$ cat src/rtl/tcw_pkg.sv
// ----------------------------------------------------------------------------
// tcw_pkg: shared types and constants for the text console writer
// Command codes, register indexes, character codes and the control and status
// bundle of the decimal converter.
// ----------------------------------------------------------------------------
package tcw_pkg;

	localparam int VALUE_W    = 64;
	localparam int STEP_W     = $clog2(VALUE_W);
	localparam int CMD_W      = 2;
	localparam int CFG_IDX_W  = 1;
	localparam int CFG_DATA_W = 8;

	localparam logic [CMD_W-1:0] CMD_CHAR     = 2'd0;
	localparam logic [CMD_W-1:0] CMD_SIGNED   = 2'd1;
	localparam logic [CMD_W-1:0] CMD_UNSIGNED = 2'd2;

	localparam logic [CFG_IDX_W-1:0] REG_ATTRIBUTE = 1'd0;
	localparam logic [CFG_IDX_W-1:0] REG_COLUMNS   = 1'd1;

	localparam logic [7:0] ATTRIBUTE_RESET = 8'd7;
	localparam logic [7:0] COLUMNS_RESET   = 8'd80;

	localparam logic [7:0] CH_TAB   = 8'd9;
	localparam logic [7:0] CH_NL    = 8'd10;
	localparam logic [7:0] CH_CR    = 8'd13;
	localparam logic [7:0] CH_MINUS = 8'h2D;
	localparam logic [7:0] CH_ZERO  = 8'h30;

	typedef struct packed {
		logic load;
		logic digit_shift;
	} tcw_cvt_ctrl_t;

	typedef struct packed {
		logic       done;
		logic       ovf;
		logic [3:0] top;
	} tcw_cvt_sts_t;

endpackage

$ cat src/rtl/tcw_if.sv
// ----------------------------------------------------------------------------
// tcw_if: request and result channels of the text console writer
// Valid/ready channels; a request or result moves when valid and ready are high.
// ----------------------------------------------------------------------------
interface tcw_cmd_if;
	logic                         valid;
	logic                         ready;
	logic [tcw_pkg::CMD_W-1:0]    command;
	logic [tcw_pkg::VALUE_W-1:0]  value;

	modport source(output valid, command, value, input ready);
	modport sink(input valid, command, value, output ready);
endinterface

interface tcw_cell_if;
	logic        valid;
	logic        ready;
	logic        cell_write;
	logic [15:0] cell_address;
	logic [15:0] cell_data;
	logic [15:0] cursor_offset;
	logic        last;

	modport source(output valid, cell_write, cell_address, cell_data, cursor_offset, last,
		input ready);
	modport sink(input valid, cell_write, cell_address, cell_data, cursor_offset, last,
		output ready);
endinterface

$ cat src/rtl/tcw_dabble.sv
// ----------------------------------------------------------------------------
// tcw_dabble: iterative binary to decimal converter
// Shift-add-3 over one input bit per cycle; keeps the low MAX_DIGITS digits and
// flags when higher digits were lost. Digits are then read from the top.
// ----------------------------------------------------------------------------
module tcw_dabble #(
	parameter int MAX_DIGITS = 20
) (
	input  logic                        clk,
	input  logic                        arst_n,
	input  tcw_pkg::tcw_cvt_ctrl_t      ctrl,
	input  logic [tcw_pkg::VALUE_W-1:0] mag,
	output tcw_pkg::tcw_cvt_sts_t       sts
);
	import tcw_pkg::*;

	localparam int BCD_W = 4 * MAX_DIGITS;

	logic              run_q;
	logic [STEP_W-1:0] cnt_q;
	logic [VALUE_W-1:0] bin_q;
	logic [BCD_W-1:0]  bcd_q;
	logic              ovf_q;
	logic [BCD_W-1:0]  adj;

	always_comb begin
		for (int i = 0; i < MAX_DIGITS; i++) begin
			adj[4*i +: 4] = (bcd_q[4*i +: 4] >= 4'd5) ? bcd_q[4*i +: 4] + 4'd3
				: bcd_q[4*i +: 4];
		end
	end

	always_ff @(posedge clk or negedge arst_n) begin
		if (!arst_n) begin
			run_q <= 1'b0;
			cnt_q <= '0;
		end else if (ctrl.load) begin
			run_q <= 1'b1;
			cnt_q <= '0;
		end else if (run_q) begin
			cnt_q <= cnt_q + STEP_W'(1);
			if (cnt_q == STEP_W'(VALUE_W - 1)) begin
				run_q <= 1'b0;
			end
		end
	end

	// top corrected bit falls off the kept digits: the number is too long
	always_ff @(posedge clk) begin
		if (ctrl.load) begin
			bin_q <= mag;
			bcd_q <= '0;
			ovf_q <= 1'b0;
		end else if (run_q) begin
			bin_q <= bin_q << 1;
			bcd_q <= {adj[BCD_W-2:0], bin_q[VALUE_W-1]};
			ovf_q <= ovf_q | adj[BCD_W-1];
		end else if (ctrl.digit_shift) begin
			bcd_q <= bcd_q << 4;
		end
	end

	assign sts.done = run_q && (cnt_q == STEP_W'(VALUE_W - 1));
	assign sts.ovf  = ovf_q;
	assign sts.top  = bcd_q[BCD_W-1 -: 4];

endmodule

$ cat src/rtl/text_console_writer.sv
// ----------------------------------------------------------------------------
// text_console_writer: text console cell and cursor writer
// Prints characters and signed or unsigned 64-bit decimals as console cells.
// ----------------------------------------------------------------------------
// Character request: after acceptance, CHAR_A updates the cursor, then CHAR_B registers the result.
// Number request: the shift-add-3 converter (one bit per cycle), then SCAN drops each skipped
//   leading zero, then CHAR_A and CHAR_B for each printed character
//   (address multiply, then offset multiply), CHAR_B waiting for a free result register.
// One request at a time; a new request is taken once the last result is registered.
// Reset: cursor at row 0 column 0, attribute 7, columns 80, no result pending.
module text_console_writer #(
	parameter int MAX_DIGITS = 20,
	parameter int TAB_WIDTH  = 8
) (
	input  logic                           clk,
	input  logic                           arst_n,
	tcw_cmd_if.sink                        req,
	tcw_cell_if.source                     res,
	input  logic                           cfg_we,
	input  logic [tcw_pkg::CFG_IDX_W-1:0]  cfg_index,
	input  logic [tcw_pkg::CFG_DATA_W-1:0] cfg_wdata
);
	import tcw_pkg::*;

	localparam int PHASE_W = (TAB_WIDTH > 1) ? $clog2(TAB_WIDTH) : 1;
	localparam int CNT_W   = $clog2(MAX_DIGITS + 1);

	typedef enum logic [2:0] {
		ST_IDLE,
		ST_CONV,
		ST_SCAN,
		ST_CHAR_A,
		ST_CHAR_B
	} state_t;

	state_t             state_q;
	logic [7:0]         attr_q;
	logic [7:0]         cols_q;
	logic [8:0]         col_q;
	logic [7:0]         row_q;
	logic [PHASE_W-1:0] phase_q;
	logic [7:0]         ch_q;
	logic               num_q;
	logic               sign_q;
	logic [CNT_W-1:0]   rem_q;
	logic [15:0]        addr_q;

	logic        res_valid_q;
	logic        res_cell_write_q;
	logic [15:0] res_cell_address_q;
	logic [15:0] res_cell_data_q;
	logic [15:0] res_cursor_offset_q;
	logic        res_last_q;

	tcw_cvt_ctrl_t      cvt_ctrl;
	tcw_cvt_sts_t       cvt_sts;
	logic [VALUE_W-1:0] mag;
	logic               accept;
	logic               is_neg;
	logic               out_free;
	logic               scan_skip;
	logic               emit;
	logic               digit_adv;
	logic [7:0]         cur_ch;
	logic               cur_last;
	logic               is_ctrl;
	logic [15:0]        lin;
	logic [8:0]         col_mv;
	logic [7:0]         row_mv;
	logic               wrap;
	logic [8:0]         col_nx;
	logic [7:0]         row_nx;
	logic [PHASE_W-1:0] phase_inc;
	logic [PHASE_W-1:0] phase_nx;

	assign req.ready = (state_q == ST_IDLE);
	assign accept    = req.valid && req.ready;
	assign is_neg    = (req.command == CMD_SIGNED) && req.value[VALUE_W-1];
	assign mag       = is_neg ? (VALUE_W'(0) - req.value) : req.value;

	assign out_free  = !res_valid_q || res.ready;
	assign scan_skip = (state_q == ST_SCAN) && !cvt_sts.ovf && (cvt_sts.top == 4'd0)
		&& (rem_q > CNT_W'(1));
	assign emit      = (state_q == ST_CHAR_B) && out_free;
	assign digit_adv = emit && num_q && !sign_q && !cur_last;

	assign cvt_ctrl.load        = accept && ((req.command == CMD_SIGNED)
		|| (req.command == CMD_UNSIGNED));
	assign cvt_ctrl.digit_shift = scan_skip || digit_adv;

	tcw_dabble #(
		.MAX_DIGITS(MAX_DIGITS)
	) u_dabble (
		.clk   (clk),
		.arst_n(arst_n),
		.ctrl  (cvt_ctrl),
		.mag   (mag),
		.sts   (cvt_sts)
	);

	always_comb begin
		if (!num_q) begin
			cur_ch = ch_q;
		end else if (sign_q) begin
			cur_ch = CH_MINUS;
		end else begin
			cur_ch = CH_ZERO + {4'd0, cvt_sts.top};
		end
	end

	assign cur_last = num_q ? (!sign_q && (rem_q == CNT_W'(1))) : 1'b1;
	assign is_ctrl  = (cur_ch == CH_NL) || (cur_ch == CH_CR) || (cur_ch == CH_TAB);

	// shared 8x8 cursor multiply: cell address in CHAR_A, new offset in CHAR_B
	assign lin = 16'(col_q) + 16'(row_q) * 16'(cols_q);

	assign phase_inc = (phase_q == PHASE_W'(TAB_WIDTH - 1)) ? '0 : phase_q + PHASE_W'(1);

	always_comb begin
		case (cur_ch)
			CH_NL: begin
				col_mv = '0;
				row_mv = row_q + 8'd1;
			end
			CH_CR: begin
				col_mv = '0;
				row_mv = row_q;
			end
			CH_TAB: begin
				col_mv = col_q + (9'(TAB_WIDTH) - 9'(phase_q));
				row_mv = row_q;
			end
			default: begin
				col_mv = col_q + 9'd1;
				row_mv = row_q;
			end
		endcase
		wrap     = (col_mv >= {1'b0, cols_q});
		col_nx   = wrap ? 9'd0 : col_mv;
		row_nx   = wrap ? row_mv + 8'd1 : row_mv;
		phase_nx = (wrap || is_ctrl) ? '0 : phase_inc;
	end

	always_ff @(posedge clk or negedge arst_n) begin
		if (!arst_n) begin
			attr_q <= ATTRIBUTE_RESET;
			cols_q <= COLUMNS_RESET;
		end else if (cfg_we) begin
			case (cfg_index)
				REG_ATTRIBUTE: attr_q <= cfg_wdata;
				REG_COLUMNS:   cols_q <= cfg_wdata;
				default: ;
			endcase
		end
	end

	always_ff @(posedge clk or negedge arst_n) begin
		if (!arst_n) begin
			state_q             <= ST_IDLE;
			col_q               <= '0;
			row_q               <= '0;
			phase_q             <= '0;
			num_q               <= 1'b0;
			sign_q              <= 1'b0;
			rem_q               <= '0;
			ch_q                <= '0;
			addr_q              <= '0;
			res_valid_q         <= 1'b0;
			res_cell_write_q    <= 1'b0;
			res_cell_address_q  <= '0;
			res_cell_data_q     <= '0;
			res_cursor_offset_q <= '0;
			res_last_q          <= 1'b0;
		end else begin
			if (res_valid_q && res.ready && !emit) begin
				res_valid_q <= 1'b0;
			end
			case (state_q)
				ST_IDLE: begin
					if (accept) begin
						case (req.command)
							CMD_CHAR: begin
								ch_q    <= req.value[7:0];
								num_q   <= 1'b0;
								sign_q  <= 1'b0;
								state_q <= ST_CHAR_A;
							end
							CMD_SIGNED, CMD_UNSIGNED: begin
								num_q   <= 1'b1;
								sign_q  <= is_neg;
								rem_q   <= CNT_W'(MAX_DIGITS);
								state_q <= ST_CONV;
							end
							default: ;
						endcase
					end
				end
				ST_CONV: begin
					if (cvt_sts.done) begin
						state_q <= ST_SCAN;
					end
				end
				ST_SCAN: begin
					// drop leading zeros, keeping the last digit, unless the kept digits overflowed
					if (scan_skip) begin
						rem_q <= rem_q - CNT_W'(1);
					end else begin
						state_q <= ST_CHAR_A;
					end
				end
				ST_CHAR_A: begin
					addr_q  <= lin;
					col_q   <= col_nx;
					row_q   <= row_nx;
					phase_q <= phase_nx;
					state_q <= ST_CHAR_B;
				end
				ST_CHAR_B: begin
					// hold until the result register is free
					if (emit) begin
						res_valid_q         <= 1'b1;
						res_cell_write_q    <= !is_ctrl;
						res_cell_address_q  <= is_ctrl ? 16'd0 : addr_q;
						res_cell_data_q     <= is_ctrl ? 16'd0 : {attr_q, cur_ch};
						res_cursor_offset_q <= lin;
						res_last_q          <= cur_last;
						if (cur_last) begin
							state_q <= ST_IDLE;
						end else begin
							if (sign_q) begin
								sign_q <= 1'b0;
							end else begin
								rem_q <= rem_q - CNT_W'(1);
							end
							state_q <= ST_CHAR_A;
						end
					end
				end
				default: state_q <= ST_IDLE;
			endcase
		end
	end

	assign res.valid         = res_valid_q;
	assign res.cell_write    = res_cell_write_q;
	assign res.cell_address  = res_cell_address_q;
	assign res.cell_data     = res_cell_data_q;
	assign res.cursor_offset = res_cursor_offset_q;
	assign res.last          = res_last_q;

	a_no_write_zero: assert property (@(posedge clk) disable iff (!arst_n)
		(res_valid_q && !res_cell_write_q) |->
		(res_cell_address_q == 16'd0) && (res_cell_data_q == 16'd0))
		else $error("control character result carries cell payload");

	a_last_to_idle: assert property (@(posedge clk) disable iff (!arst_n)
		(emit && cur_last) |=> (state_q == ST_IDLE) && res_valid_q && res_last_q)
		else $error("final result did not return to idle");

	a_char_direct: assert property (@(posedge clk) disable iff (!arst_n)
		(accept && (req.command == CMD_CHAR)) |=> (state_q == ST_CHAR_A))
		else $error("character request did not go straight to cursor update");

	a_col_wrapped: assert property (@(posedge clk) disable iff (!arst_n)
		(state_q == ST_CHAR_B) |-> ((col_q < {1'b0, cols_q}) || (col_q == 9'd0)))
		else $error("cursor column left past the column limit");

endmodule
$ cat src/flat_wrapper.sv
// flat-port wrapper written by rule: the top's interface ports become plain ports
module text_console_writer_flat import tcw_pkg::*;
#(
	parameter int MAX_DIGITS = 20,
	parameter int TAB_WIDTH  = 8
)
  (clk, arst_n, cfg_we, cfg_index, cfg_wdata, req_valid, req_command, req_value, req_ready, res_valid, res_cell_write, res_cell_address, res_cell_data, res_cursor_offset, res_last, res_ready);
  tcw_cmd_if req_i ();
  tcw_cell_if res_i ();
  input  logic clk;
  input  logic arst_n;
  input  logic cfg_we;
  input  logic [tcw_pkg::CFG_IDX_W-1:0] cfg_index;
  input  logic [tcw_pkg::CFG_DATA_W-1:0] cfg_wdata;
  input wire logic [$bits(req_i.valid)-1:0] req_valid;
  input wire logic [$bits(req_i.command)-1:0] req_command;
  input wire logic [$bits(req_i.value)-1:0] req_value;
  output wire logic [$bits(req_i.ready)-1:0] req_ready;
  output wire logic [$bits(res_i.valid)-1:0] res_valid;
  output wire logic [$bits(res_i.cell_write)-1:0] res_cell_write;
  output wire logic [$bits(res_i.cell_address)-1:0] res_cell_address;
  output wire logic [$bits(res_i.cell_data)-1:0] res_cell_data;
  output wire logic [$bits(res_i.cursor_offset)-1:0] res_cursor_offset;
  output wire logic [$bits(res_i.last)-1:0] res_last;
  input wire logic [$bits(res_i.ready)-1:0] res_ready;
  assign req_i.valid = req_valid;
  assign req_i.command = req_command;
  assign req_i.value = req_value;
  assign req_ready = req_i.ready;
  assign res_valid = res_i.valid;
  assign res_cell_write = res_i.cell_write;
  assign res_cell_address = res_i.cell_address;
  assign res_cell_data = res_i.cell_data;
  assign res_cursor_offset = res_i.cursor_offset;
  assign res_last = res_i.last;
  assign res_i.ready = res_ready;
  text_console_writer #(.MAX_DIGITS(MAX_DIGITS), .TAB_WIDTH(TAB_WIDTH)) u_core (.clk(clk), .arst_n(arst_n), .req(req_i), .res(res_i), .cfg_we(cfg_we), .cfg_index(cfg_index), .cfg_wdata(cfg_wdata));
endmodule
$ cat config.mk
export PLATFORM = sky130hd
export DESIGN_NAME = text_console_writer_flat
export DESIGN_NICKNAME = d
export VERILOG_FILES = /design/src/rtl/tcw_pkg.sv /design/src/rtl/tcw_if.sv /design/src/rtl/tcw_dabble.sv /design/src/rtl/text_console_writer.sv /design/src/flat_wrapper.sv
export SDC_FILE = /design/constraint.sdc
export NUM_CORES = 1
export LEC_CHECK = 0
export ABC_AREA = 1
export BUFFER_PORTS_ARGS = -buffer_cell sky130_fd_sc_hd__buf_2
export CAP_MARGIN = 20
export CORE_MARGIN = 5
export CORE_UTILIZATION = 25
export CTS_BUF_LIST = sky130_fd_sc_hd__clkbuf_16
export CTS_CLUSTER_DIAMETER = 150
export DETAILED_ROUTE_END_ITERATION = 6
export PLACE_DENSITY_LB_ADDON = 0.05
export SLEW_MARGIN = 20
export SYNTH_ARGS = -nofsm -noshare
export SYNTH_HDL_FRONTEND = slang
export SYNTH_SLANG_ARGS = --single-unit
$ cat constraint.sdc
create_clock -name clk -period 8.6 [get_ports clk]
set_input_delay 1.29 -clock clk [delete_from_list [all_inputs] [get_ports clk]]
set_output_delay 1.29 -clock clk [all_outputs]
set_load 0.02 [all_outputs]
# == After elaboration in Yosys (flattened, before gate mapping) ==
# Cells that the tools add are included.
# Widths: inputs -> output; s select.
# totals
register_bits,273
inputBits,80
output_inout_bits,52
wordCells,207
# classes
add_sub_neg,31
n_mul,1
magnitude_cmp,22
eq_ne,21
muxes,64
bitwise_logic,2
n_reduce_logical,44
# ops
cell,count
$mux 64,3
$mux 80,2
$add 4x2->4 const B,20
$ge 4x3->1 const B,20
$mux 4,20
$sub 1x64->64 const A,1
$mux 16,2
$mux 8,4
$mux 5,6
$eq 8x4->1 const B,3
$mux 3,6
$pmux 9 s2,1
$add 8x1->8 const B,2
$add 9x16->16,1
$mul 8x8->16,1
$pmux 3 s5,1
$pmux 5 s3,1
$logic_and 1x1->1,14
$mux 6,2
$mux 1,10
$ne 2x2->1 const B,5
$reduce_and 5->1,2
$add 9x1->9 const B,1
$add 9x9->9,1
other kinds (33),56

# == Depth between registers and ports, before layout ==
# logic_depth
word_depth,9
mapped_depth,30
ltp_nobuf,29

# == Modules after synthesis ==
# Synthesis repeated with hierarchy kept, for this count alone.
# unflattened
cells_unflattened,2613
hier_area_um2,18983.2
# by_module_without_submodules
mod,n_inst,cells_each,area_per_inst_um2,seq_area_each_um2
text_console_writer,1,1437,10329.9,3034.2
tcw_dabble,1,1176,8653.3,3718.6

# == Least setup slack after synthesis ==
# Ideal clock, no wire load.
# synth_path
path_type,reg2reg
startpoint,reg u_core.cols_q[6]
endpoint,"reg u_core.res_cursor_offset_q[12], in the netlist u_core.res.cursor_offset[12]"
setup_ps,118
t_arrival_ps,4253
required_time_ps,8482
slack_ps,4229
stages_incl_launch_ff,18
n_path_buf,1
period_less_slack_ps,4371
path_cell_list,dfstp_2 > clkbuf_1 > nand2_1 > fa_1 > inv_1 > fa_1 > inv_1 > fa_1 > fa_1 > inv_1 > ha_1 > a21oi_1 > o21ai_0 > a21oi_1 > o21bai_1 > or2_2 > nand3_1 > nand2_1
# synth_between
elab_chain_len,2
# synth_rtl
item,line,text
"start, declared",text_console_writer.sv:38,logic [7:0] cols_q;
"start signal, assigned",text_console_writer.sv:151,REG_COLUMNS: cols_q <= cfg_wdata;
$mul 8x8->16,text_console_writer.sv:115,assign lin = 16'(col_q) + 16'(row_q) * 16'(cols_q);
$add 9x16->16,text_console_writer.sv:115,
"end signal, assigned",text_console_writer.sv:225,res_cursor_offset_q <= lin;
"end, declared",text_console_writer.sv:52,logic [15:0] res_cursor_offset_q;
# Every way passes these cells.
# A chain may end at the register's enable or synchronous reset.

# == Final worst setup path ==
# layout_path
startpoint,reg u_core.num_q
endpoint,reg u_core.phase_q[1]
# layout_between
elab_chain_len,7
elab_cells_between_ends,11
classes_between,order compare (1); eq/ne (3); mux (3); reduce/logical (4)
# layout_rtl
item,line,text
"start, declared",text_console_writer.sv:43,logic num_q;
"start signal, assigned",text_console_writer.sv:163,num_q <= 1'b0;
"start signal, assigned",text_console_writer.sv:184,num_q <= 1'b0;
"start signal, assigned",text_console_writer.sv:189,num_q <= 1'b1;
$mux 8 *,text_console_writer.sv:102,if (!num_q) begin
$eq 8x4->1,"text_console_writer.sv:112, text_console_writer.sv:120",
$reduce_or 2->1 (no source line),n/a,
$pmux 9 s2,text_console_writer.sv:120,case (cur_ch)
$ge 9x8->1,text_console_writer.sv:138,"wrap = (col_mv >= {1'b0, cols_q});"
$logic_or 1x1->1 *,text_console_writer.sv:141,phase_nx = (wrap || is_ctrl) ? '0 : phase_inc;
$mux 3 *,text_console_writer.sv:141,
"end signal, assigned",text_console_writer.sv:215,phase_q <= phase_nx;
"end, declared",text_console_writer.sv:41,logic [PHASE_W-1:0] phase_q;
# Mark *: on every way between the ends. The rest lies on a longest branch, timed or not.

==> flow_summary.toml <==
[outcome]
status = "finished clean"

[timing]
final.period_utilization_pct = 56.8
tns_ps = 0
worst_slew_pin_slew_ps = 983
fin_skew_ps = 20.7
setup_ws_ps = 3710
slew_violations = 0
finalSetupViolCount = 0
rsz0062_at_grt = "false"
hold_viol = 0
period_needed_ps = 4890
relSlewSlack_pct = 34.5
max_freq_ghz = 0.205
timing.hold.ws_ps = 467

[drt]
first_pass_iters = 5
drt_wl_total_microns = 60100
final_antenna_net_count = 0
drt_iter0_drc = 989
vias_per_cell = 4.56
wire_per_inst_microns = 16.7
vias = 16500
drc = 0

[global_routing]
grt_antenna_before_repair = 2
grt_util_all_layers_pct = 14.6
overflow = 0
grt_pass1_wl_microns = 95400
grt_max_degree = 78
grt_pass1_vias = 16600

[clock_network]
cts-hold-fix-buffers = 0
clk_pin_slew_ps = 60
cts_buffers = 39
clockBufferDepth = 3
insertion_delay_ps = 570
cts_sinks = 273
cts-root-buf = "clkbuf_16"
post_cts.repair.setup_buffers = 0
htreeDepth = 2
tritoncts = "yes"
cts_resized = 0

[place]
gp_congestion = 0.817
pre_cts_slack_ps = 3700
place_area_sq_um = 20200
hpwl_microns = 43400
port_buffers = 131

[flow_run]
maxCapViolations = 0

[worst_setup_path]
path_max_fanout = 16
crit_family = "simple AND/OR/NAND/NOR gates"
path_depth = 26
startpoint = "u_core.num_q"
start_kind = "flop"
crit-reg2reg-capture = "u_core.phase_q[1]"
criticalPathCategory = "reg2reg"
timing.rr.start = "u_core.num_q"
cp_slowest_stage_delay_ps = 690
worst-path-buf-inv = 4
cp_slowest_cell = "nor2_1"
r2r.worst_path.cells = 26
regToRegSetupSlack_ps = 3710
critPathCapture = "u_core.phase_q[1]"
end_kind = "flop"
cp.arrival_ps = 5350
cp_data_required_time_ps = 9060

[floorplanning]
rows = 100
ios = 132
initial_core_util_pct = 25.1
dieArea_sq_um = 80300
die_h_microns = 283
core_region_area_sq_um = 74300
die_w_microns = 283

[power_and_ir_drop]
p_per_area_nw_per_um2 = 317
power_leakage_nw = 10.3
irDropWorstVdd_mv = 0.114

[synth]
synth-seq-area-share_pct = 36.2
synthesis.nets = 2751
syn-instance-count = 2523
synthTopCellsByCount = "nand2_1 (570), inv_1 (355), o21ai_0 (271), nor2_1 (165), nand3_1 (149)"
synth_area_leaders = "dfrtp_1 (16%), nand2_1 (11%), edfxtp_1 (10%)"
yosys_warnings = 0
yosysTopAreaCell = "dfrtp_1"
synth-seq-cells = 273
synth_most_common_cell = "nand2_1"
synth_area_sq_um = 18700
syn_avg_cell_area_sq_um = 7.40
synth_top_flop_cell = "dfrtp_1"
synth_cell_type_count = 48
netlist.area_leader.share_pct = 16.5
synth-async-reset-ratio_pct = 46.9
synth-edff-count = 64

[final_layout]
nets = 2833
fin_area_sq_um = 21500
fill_cells = 8203
syn_to_final_growth_pct = 15.1
drive_above_1_share_pct = 10.5

[min_path]
hold_path.class = "reg2reg"
whs_path_depth = 2
## metrics by stage
stage	utilization, %	std cells	total power [W]
6_report	28.9	3606	0.00681
5_1_grt	28.9	3605	0.00747
4_1_cts	28.9	3605	0.00694
3_5_place_dp	27.2	3533	0.00526
3_3_place_gp	27.2	3533	0.00524
2_1_floorplan	-	2523	0.00439
## layer usage
metal	part of all wire [%]	global-route usage, %	routed length [microns]
met2	45	23.5	27000
met3	3.6	2.38	2180
met1	49	20.4	29700
met4	2.0	3.79	1220
met5	0.012	0	7
## worst register-to-register path: stages (launching register included)
cell,delay (ps)
dfrtp_1,570
nor2_1,240
nand3_1,90
nor2_1,690
nand2_1,110
nor2_1,270
inv_1,90
nor2_1,140
inv_1,80
fa_1,380
inv_1,90
nand3_1,90
nand2_1,140
xor2_1,160
nor2_1,80
ha_1,300
nand2_1,90
inv_1,60
nand2_1,60
nand2_1,50
nor2_1,70
o21ai_0,70
nand2_1,100
nand3_4,180
nor2_4,290
nand3_1,140
o22ai_1,170
## worst min path at each step
stage	to	startpoint
floorplan	u_core.u_dabble.ovf_q	u_core.u_dabble.ovf_q
global route	u_core.res.cell_data[14]	u_core.res.cell_data[14]
CTS	u_core.res.cursor_offset[5]	u_core.res.cursor_offset[5]
detailed placement	u_core.res.cursor_offset[5]	u_core.res.cursor_offset[5]
finish	u_core.res.cursor_offset[5]	u_core.res.cursor_offset[5]
global placement	u_core.res.cell_data[4]	u_core.res.cell_data[4]
## cells by family after synthesis
| logic type | after synthesis | synth area share [%] |
|---|---|---|
| and+or+nand+nor | 1030 | 23.9 |
| AOI/OAI and AO/OA | 520 | 14.7 |
| buffers and inverters | 475 | 9.86 |
| DFF | 273 | 36.2 |
| adders and majority gates | 148 | 11.8 |
| xor gates and xnor gates | 77 | 3.61 |
## layout by cell type, fill, tap and decap left out, drive strengths merged, types with 65 or more instances in the layout
cell   instances
ha           102
nor2         177
o21ai        287
dfxtp         81
nand2        587
inv          379
dfrtp        123
nand3        155
buf          145
xor2          65
a21oi        140
## where the power goes
| group | internal [W] | switching, W |
|---|---|---|
| sequential | 0.00192 | 0.000461 |
| combinational | 0.00107 | 0.00176 |
| clock | 0.000961 | 0.000647 |
| total | 0.00395 | 0.00287 |
## layout make-up
| class | instances | area, sq um | area share (%) |
|---|---|---|---|
| antenna | 1 | 2.50 | 0.0116 |
| clock buffer | 40 | 1000 | 4.66 |
| clock inverter | 32 | 254 | 1.18 |
| inverter | 371 | 1400 | 6.49 |
| multi-input combinational | 1775 | 10100 | 47.0 |
| sequential | 273 | 6750 | 31.4 |
| tap | 969 | 1210 | 5.64 |
| timing repair buffer | 145 | 767 | 3.57 |
## state kept, by name (all words and copies together) (netlist names), 5 cells and up
signal	count
u_core.addr_q	16
u_core.attr_q	8
u_core.ch_q	8
u_core.col_q	9
u_core.cols_q	8
u_core.rem_q	5
u_core.res.cell_address	16
u_core.res.cell_data	16
u_core.res.cursor_offset	16
u_core.row_q	8
u_core.u_dabble.bcd_q	80
u_core.u_dabble.bin_q	64
u_core.u_dabble.cnt_q	6
(Power assumes the default switching activity.)
